==> config.mk <==
export PLATFORM = sky130hd
export DESIGN_NAME = led_effect_controller
export DESIGN_NICKNAME = d
export VERILOG_FILES = /design/src/hdl/lec_pkg.sv /design/src/hdl/led_effect_controller.sv
export SDC_FILE = /design/constraint.sdc
export NUM_CORES = 1
export LEC_CHECK = 0
export BUFFER_PORTS_ARGS = -buffer_cell sky130_fd_sc_hd__buf_2
export CAP_MARGIN = 15
export CELL_PAD_IN_SITES_DETAIL_PLACEMENT = 0
export CELL_PAD_IN_SITES_GLOBAL_PLACEMENT = 2
export CORE_MARGIN = 2
export CORE_UTILIZATION = 46
export CTS_CLUSTER_DIAMETER = 40
export DETAILED_ROUTE_END_ITERATION = 8
export HOLD_SLACK_MARGIN = 0.1
export PLACE_DENSITY = 0.95
export SYNTH_ARGS = -nofsm -noshare
export SYNTH_HDL_FRONTEND = slang
export SYNTH_SLANG_ARGS = --single-unit
==> constraint.sdc <==
create_clock -name clk -period 24.5 [get_ports clk]
set_clock_uncertainty 0.1 [all_clocks]
set_input_delay 3.675 -clock clk [delete_from_list [all_inputs] [get_ports clk]]
set_output_delay 3.675 -clock clk [all_outputs]
set_load 0.05 [all_outputs]
==> src/hdl/lec_pkg.sv <==
// ----------------------------------------------------------------------------
// lec_pkg
// Shared types and constants for the LED effect controller: event codes,
// effect modes, config register indexes and the timing constants.
// ----------------------------------------------------------------------------
package lec_pkg;

  typedef logic [2:0] action_t;
  typedef logic [1:0] mode_t;

  // event codes carried in the action field
  localparam action_t ACT_TICK    = 3'd0;
  localparam action_t ACT_ENABLE  = 3'd1;
  localparam action_t ACT_DISABLE = 3'd2;
  localparam action_t ACT_TOGGLE  = 3'd3;
  localparam action_t ACT_NEXT    = 3'd4;

  // effect modes
  localparam mode_t MODE_STEADY = 2'd0;
  localparam mode_t MODE_SLOW   = 2'd1;
  localparam mode_t MODE_FAST   = 2'd2;
  localparam mode_t MODE_BREATH = 2'd3;

  // config register indexes
  localparam logic CFG_BRIGHTNESS = 1'b0;
  localparam logic CFG_POLARITY   = 1'b1;

  // phase arithmetic, all values below the breathing period
  localparam int PHASE_W = 11;
  typedef logic [PHASE_W-1:0] phase_t;

  localparam phase_t BREATH_PERIOD = 11'd2000;
  localparam phase_t BREATH_HALF   = 11'd1000;
  localparam phase_t SLOW_HALF     = 11'd500;
  localparam phase_t FAST_PERIOD   = 11'd250;
  localparam phase_t FAST_HALF     = 11'd125;
  localparam phase_t BREATH_PWM    = 11'd20;
  localparam logic [4:0] BRIGHT_PWM = 5'd10;
  localparam logic [6:0] FULL_LEVEL = 7'd100;

  // breathing period is 16 * 125: odd factor and its reciprocal,
  // x/125 = (x*RECIP_125)>>35 for any x below 2^28
  localparam logic [6:0]  PERIOD_ODD = 7'd125;
  localparam logic [28:0] RECIP_125  = 29'd274877907;

  // reciprocal constants: x/50 = (x*1311)>>16, y/100 = (y*1311)>>17,
  // b/10 = (b*205)>>11, n/5 = (n*205)>>10 over the value ranges used here
  localparam logic [10:0] RECIP_50_100 = 11'd1311;
  localparam logic [7:0]  RECIP_10     = 8'd205;

endpackage

==> src/hdl/led_effect_controller.sv <==
// ----------------------------------------------------------------------------
// led_effect_controller
// Single LED driver with steady, slow blink, fast blink and breathing
// effects, brightness PWM and selectable pin polarity.
// ----------------------------------------------------------------------------
// channel | direction | handshake            | payload
// in      | input     | in_valid / in_ready  | action, tick_ms
// out     | output    | out_valid / out_ready| led_on, pin_level
// cfg     | input     | cfg_wr_en            | cfg_index, cfg_wdata
//
// A tick while powered runs six steps through one shared 29 x 29 multiplier:
// quotient by 125, time modulo 2000, modulo 20, breathing duty, brightness
// scaling and the final compare. Its result is registered in the final step,
// and the next beat enters only once the sequencer is back in idle, so no
// beat is taken while a tick is in flight. Any other beat has its result
// registered at acceptance. Ticks are taken modulo 2^min(TICK_BITS, 32).
// Reset is synchronous: power off, steady mode, LED dark, brightness 100,
// active-low pin. A result waits in the output register until taken; a new
// beat is taken only when that register is free or being emptied.
// ----------------------------------------------------------------------------
module led_effect_controller #(
  parameter int TICK_BITS = 32
) (
  input  logic        clk,
  input  logic        rst,
  // configuration
  input  logic        cfg_wr_en,
  input  logic        cfg_index,
  input  logic [6:0]  cfg_wdata,
  // input beats
  input  logic        in_valid,
  output logic        in_ready,
  input  logic [2:0]  action,
  input  logic [31:0] tick_ms,
  // result beats
  output logic        out_valid,
  input  logic        out_ready,
  output logic        led_on,
  output logic        pin_level
);

  localparam int TW = (TICK_BITS < 32) ? TICK_BITS : 32;

  localparam logic [2:0] S_IDLE  = 3'd0;
  localparam logic [2:0] S_QUOT  = 3'd1;
  localparam logic [2:0] S_REM   = 3'd2;
  localparam logic [2:0] S_MOD20 = 3'd3;
  localparam logic [2:0] S_DUTY  = 3'd4;
  localparam logic [2:0] S_SCALE = 3'd5;
  localparam logic [2:0] S_FINAL = 3'd6;

  logic [2:0]             state;
  logic [6:0]             brightness_level;
  logic                   active_low_pin;
  logic                   power_enabled;
  lec_pkg::mode_t         effect_mode;
  logic                   led_lit;

  logic [TW-1:0]          tval;
  logic [21:0]            quot;
  lec_pkg::phase_t        phase;
  logic [4:0]             r20;
  logic [4:0]             duty;
  logic [11:0]            sprod;

  logic                   in_beat;
  logic                   power_next;
  lec_pkg::mode_t         mode_next;
  logic                   lit_next;
  logic                   start_tick;

  // input side free when idle and the result slot is empty or draining
  assign in_ready = (state == S_IDLE) && (!out_valid || out_ready);
  assign in_beat  = in_valid && in_ready;

  // event decode for everything that finishes at acceptance
  always_comb begin
    power_next = power_enabled;
    mode_next  = effect_mode;
    lit_next   = led_lit;
    start_tick = 1'b0;
    case (lec_pkg::action_t'(action))
      lec_pkg::ACT_TICK: begin
        start_tick = power_enabled;
      end
      lec_pkg::ACT_ENABLE: begin
        power_next = 1'b1;
      end
      lec_pkg::ACT_DISABLE: begin
        power_next = 1'b0;
        lit_next   = 1'b0;
      end
      lec_pkg::ACT_TOGGLE: begin
        power_next = !power_enabled;
        if (power_enabled) begin
          lit_next = 1'b0;
        end
      end
      lec_pkg::ACT_NEXT: begin
        if (power_enabled) begin
          mode_next = effect_mode + 2'd1;
        end
      end
      default: begin
      end
    endcase
  end

  // breathing triangle
  lec_pkg::phase_t  tri_x;

  assign tri_x = (phase < lec_pkg::BREATH_HALF) ? phase : (lec_pkg::BREATH_PERIOD - phase);

  // shared multiplier, operands picked by the sequencer step
  logic [28:0]      mul_a;
  logic [28:0]      mul_b;
  logic [57:0]      mprod;
  logic [27:0]      xq;

  assign xq = 28'(tval >> 4);

  always_comb begin
    mul_a = '0;
    mul_b = '0;
    case (state)
      S_QUOT: begin
        mul_a = 29'(xq);
        mul_b = lec_pkg::RECIP_125;
      end
      S_REM: begin
        mul_a = 29'(quot);
        mul_b = 29'(lec_pkg::PERIOD_ODD);
      end
      S_MOD20: begin
        mul_a = 29'(phase[10:2]);
        mul_b = 29'(lec_pkg::RECIP_10);
      end
      S_DUTY: begin
        mul_a = 29'(tri_x);
        mul_b = 29'(lec_pkg::RECIP_50_100);
      end
      S_SCALE: begin
        mul_a = 29'(duty);
        mul_b = 29'(brightness_level);
      end
      S_FINAL: begin
        mul_a = 29'(sprod);
        mul_b = 29'(lec_pkg::RECIP_50_100);
      end
      default: begin
      end
    endcase
  end

  assign mprod = 58'(mul_a) * 58'(mul_b);

  // remainder by 125 and by 20 from the quotients
  logic [27:0]      rem;
  logic [10:0]      q20;
  logic [10:0]      diff20;

  assign rem    = xq - mprod[27:0];
  assign q20    = {mprod[16:10], 4'b0000} + {2'b00, mprod[16:10], 2'b00};
  assign diff20 = phase - q20;

  // final evaluation of the selected effect
  logic [4:0]       scaled;
  logic [14:0]      tprod;
  logic [3:0]       tenth;
  logic [4:0]       r10;
  lec_pkg::phase_t  p1000;
  lec_pkg::phase_t  p500;
  lec_pkg::phase_t  p250;
  logic             want_on;
  logic             eval_lit;

  assign scaled = mprod[21:17];
  assign tprod  = 15'(brightness_level) * 15'(lec_pkg::RECIP_10);
  assign tenth  = tprod[14:11];
  assign r10    = (r20 >= lec_pkg::BRIGHT_PWM) ? (r20 - lec_pkg::BRIGHT_PWM) : r20;
  assign p1000  = (phase >= lec_pkg::BREATH_HALF) ? (phase - lec_pkg::BREATH_HALF) : phase;
  assign p500   = (p1000 >= lec_pkg::SLOW_HALF) ? (p1000 - lec_pkg::SLOW_HALF) : p1000;
  assign p250   = (p500 >= lec_pkg::FAST_PERIOD) ? (p500 - lec_pkg::FAST_PERIOD) : p500;

  always_comb begin
    case (effect_mode)
      lec_pkg::MODE_SLOW: want_on = (p1000 < lec_pkg::SLOW_HALF);
      lec_pkg::MODE_FAST: want_on = (p250 < lec_pkg::FAST_HALF);
      default:            want_on = 1'b1;
    endcase
    if (effect_mode == lec_pkg::MODE_BREATH) begin
      eval_lit = (r20 < scaled);
    end else begin
      eval_lit = want_on && (r10 < {1'b0, tenth});
    end
  end

  // config registers
  always_ff @(posedge clk) begin
    if (rst) begin
      brightness_level <= lec_pkg::FULL_LEVEL;
      active_low_pin   <= 1'b1;
    end else if (cfg_wr_en) begin
      if (cfg_index == lec_pkg::CFG_BRIGHTNESS) begin
        brightness_level <= (cfg_wdata > lec_pkg::FULL_LEVEL) ? lec_pkg::FULL_LEVEL : cfg_wdata;
      end else begin
        active_low_pin <= cfg_wdata[0];
      end
    end
  end

  // sequencer and control state
  always_ff @(posedge clk) begin
    if (rst) begin
      state         <= S_IDLE;
      power_enabled <= 1'b0;
      effect_mode   <= lec_pkg::MODE_STEADY;
      led_lit       <= 1'b0;
      out_valid     <= 1'b0;
    end else begin
      // result slot fills on a finished beat, empties when taken
      if ((in_beat && !start_tick) || (state == S_FINAL)) begin
        out_valid <= 1'b1;
      end else if (out_ready) begin
        out_valid <= 1'b0;
      end
      unique case (state)
        S_IDLE: begin
          if (in_beat) begin
            power_enabled <= power_next;
            effect_mode   <= mode_next;
            led_lit       <= lit_next;
            if (start_tick) begin
              state <= S_QUOT;
            end
          end
        end
        S_QUOT: begin
          state <= S_REM;
        end
        S_REM: begin
          state <= S_MOD20;
        end
        S_MOD20: begin
          state <= S_DUTY;
        end
        S_DUTY: begin
          state <= S_SCALE;
        end
        S_SCALE: begin
          state <= S_FINAL;
        end
        S_FINAL: begin
          led_lit <= eval_lit;
          state   <= S_IDLE;
        end
        default: begin
          state <= S_IDLE;
        end
      endcase
    end
  end

  // datapath registers
  always_ff @(posedge clk) begin
    case (state)
      S_IDLE: begin
        tval <= tick_ms[TW-1:0];
        if (in_beat) begin
          led_on    <= lit_next;
          pin_level <= lit_next ^ active_low_pin;
        end
      end
      S_QUOT: begin
        quot <= mprod[56:35];
      end
      S_REM: begin
        phase <= {rem[6:0], tval[3:0]};
      end
      S_MOD20: begin
        r20 <= diff20[4:0];
      end
      S_DUTY: begin
        duty <= mprod[20:16];
      end
      S_SCALE: begin
        sprod <= mprod[11:0];
      end
      S_FINAL: begin
        led_on    <= eval_lit;
        pin_level <= eval_lit ^ active_low_pin;
      end
      default: begin
      end
    endcase
  end

endmodule

==> results.toml <==
[run_status]
status = "finished, final reports clean"

[place]
dp_hpwl_um = 49360
routabilityCongestion = 0.8903
port-buffer-count = 51

[global_route]
track_usage_pct = 24.19
antenna_found_initial = 1
grt_pass1_vias = 16623
grt_pass1_wl_um = 91340
grt_remaining_overflow = 0
grt_max_degree = 72

[power_and_ir_drop]
finalPower_w = 0.0004928
ir_drop_v = 0.00003124
p_leak_nw = 12.86
powerDensity_nw_per_um2 = 21.08

[logic_synthesis]
async_flop_share_pct = 0
synth-edff-count = 89
ys.flop_type = "edfxtp_1"
synth_most_common_cell = "inv_1"
synth_cell_types = 74
synth.yosys.seq_area_share_pct = 13.57
synth.largest_area_cell = "fa_1"
synth_top_area_share_pct = 31.87
syn_inst = 2289
synthTopCellsByCount = "inv_1 (621), ha_1 (389), fa_1 (351), nand2_1 (121), nor2_1 (115)"
ys_seq_elements = 105
syn_area_per_cell_um2 = 9.634
syn-cell-area_um2 = 22050
yosysWarningCount = 0
ys_top_cells_by_area = "fa_1 (32%), ha_1 (22%), edfxtp_1 (12%)"

[final_layout]
drive_above_1_share_pct = 5.236
syn_to_final_growth_pct = 6.037
nets = 3132
nFillCells = 4512
final_util_pct = 49.18

[timing]
relSlewSlack_pct = 21.91
max_freq_mhz = 93.64
layout_min_cycle_time_ns = 10.68
rsz0062_at_grt = "false"
setup_viol = 0
period_share_pct = 43.59
setup_tns_ns = 0
worst_pin_slew_ns = 1.171
hold_viol = 0
slew_viol_final = 0

[cts]
hold_buffers = 0
cts.sinks = 105
cts_buffers = 9
cts_max_level = 3
cts_setup_buffers = 0
root_buffer = "clkbuf_16"
clock_latency_ns = 0.41
clockBufferDepth = 2
clk_pin_slew_ns = 0.08
ctsResizeCount = 0
cts_tree = "yes"

[critical_path]
startpoint_type = "flip-flop"
end_kind = "flip-flop"
critPathKind = "reg2reg"
path_common_cell = "fa_1"
worstPathRequired_ns = 24.56
crit_arrival_ns = 10.74
crit_slowest_cell = "a221oi_1"
slowest_delay_ns = 0.98
path_max_fanout = 15

[route]
postRouteAntennaNets = 0
drt_iter0_markers = 1037
drc_errors = 0
totalWireLength_um = 57590
num_vias = 15896
routedWlPerCell_um = 19.42
viasPerCell = 5.361
first_pass_iters = 5

[floorplan]
die_x_um = 222.9
dieArea_um2 = 49700
io_pins = 52
start_util_pct = 46.38
die_h_um = 222.9
coreArea_um2 = 47550
rows = 80

[hold_path]
hold_class = "reg2reg"

[run]
max-cap-violations = 0
-- cells by family (layout without fill, tap and decap cells) --
logic type | after synthesis | after routing | synth area share [%]
adder cells (fa/ha/maj) | 740 | 740 | 53.94
buffers and inverters | 662 | 706 | 11.39
AND/OR/NAND/NOR | 405 | 405 | 8.767
AO/OA/AOI/OAI | 313 | 313 | 9.794
flip-flops | 105 | 105 | 13.57
XOR/XNOR | 55 | 55 | 2.185
multiplexers | 7 | 7 | 0.3178
other | 2 | 19 | 0.03406
-- final timing paths --
| kind | cells after the start | start | slack [ns] | endpoint |
|---|---|---|---|---|
| min reg2reg | 0 | tval[2] | 0.34 | phase[2] |
| min | 0 | tval[2] | 0.34 | phase[2] |
| max reg2reg | 34 | phase[4] | 13.82 | pin_level |
| max | 34 | phase[4] | 13.82 | pin_level |
-- worst max-delay path: cells and delay by family, from the launching register on --
| kind | cells | cell delay (ns) |
|---|---|---|
| adders and majority gates | 10 | 4.28 |
| AOI/OAI and AO/OA | 14 | 3.72 |
| buffers and inverters | 6 | 0.67 |
| and+or+nand+nor | 2 | 0.66 |
| DFF | 1 | 0.65 |
| xor gates and xnor gates | 2 | 0.33 |
-- per-stage QoR --
step / cells / setup WS [ns] / instance area (µm²) / hold slack [ns]
finish: 2965 / 13.82 / 23380 / 0.3435
global route: 2964 / 13.19 / 23380 / 0.3465
CTS: 2964 / 13.88 / 23380 / 0.3434
detailed placement: 2948 / 13.90 / 23100 / 0.3062
global placement: 2948 / 13.99 / 23100 / 0.3405
floorplan: 2305 / 15.10 / 22110 / 0.3003
-- metal layers --
metal	GRT usage [%]	wire, µm
met4	6.452	1246
met1	34.38	26560
met5	0	0
met3	5.044	3855
met2	37.58	25920
-- flip-flops by register name, indices dropped and copies added, names as in the netlist --
register / cells
duty: 5
led_on: 1
r20: 5
power_enabled: 1
pin_level: 1
tval: 32
led_lit: 1
phase: 11
effect_mode: 2
out_valid: 1
brightness_level: 7
sprod: 12
quot: 22
state: 3
active_low_pin: 1
-- where the power goes --
group          switching (W)  internal [W]  total (W)
registers         0.00000603      0.000198   0.000204
logic              0.0000778     0.0000564   0.000134
clock network      0.0000836     0.0000711   0.000155
-- layout make-up --
| type | count | area, µm² | share of cell area [%] |
|---|---|---|---|
| clock inverters | 5 | 46.29 | 0.1980 |
| clock buffers | 11 | 232.7 | 0.9953 |
| well taps | 615 | 769.5 | 3.291 |
| multi-input cells | 1538 | 16620 | 71.10 |
| diodes | 1 | 2.502 | 0.01070 |
| repair buffers | 67 | 375.4 | 1.605 |
| inverters | 623 | 2338 | 10.00 |
| flip-flops and latches | 105 | 2993 | 12.80 |
-- placed cells by master (no fill, tap or decap), types with 5 or more instances in the layout --
master / synthesis / layout
fa_1: 351 / 351
mux2i_1: 7 / 7
a211oi_1: 18 / 18
o21bai_1: 6 / 6
ha_1: 389 / 389
and2_1: 38 / 38
nor3_1: 14 / 13
edfxtp_1: 89 / 89
dfxtp_1: 16 / 16
o21ai_0: 46 / 46
buf_2: 1 / 51
conb_1: 2 / 18
or3_1: 5 / 5
nand2_1: 121 / 121
nand3_1: 17 / 17
xnor2_1: 41 / 41
nor4_1: 7 / 6
and3_1: 11 / 11
inv_1: 621 / 621
a31oi_1: 11 / 11
a221oi_1: 6 / 6
clkbuf_16: 0 / 9
or2_2: 25 / 25
a21o_1: 44 / 44
buf_4: 5 / 16
nor2_1: 115 / 114
o22ai_1: 8 / 8
o21a_1: 15 / 15
xor2_1: 14 / 14
a22oi_1: 6 / 6
nor2b_1: 13 / 13
nand2b_1: 13 / 13
o211ai_1: 11 / 11
a21oi_1: 82 / 82
nand4_1: 11 / 11
(Power assumes the default switching activity.)
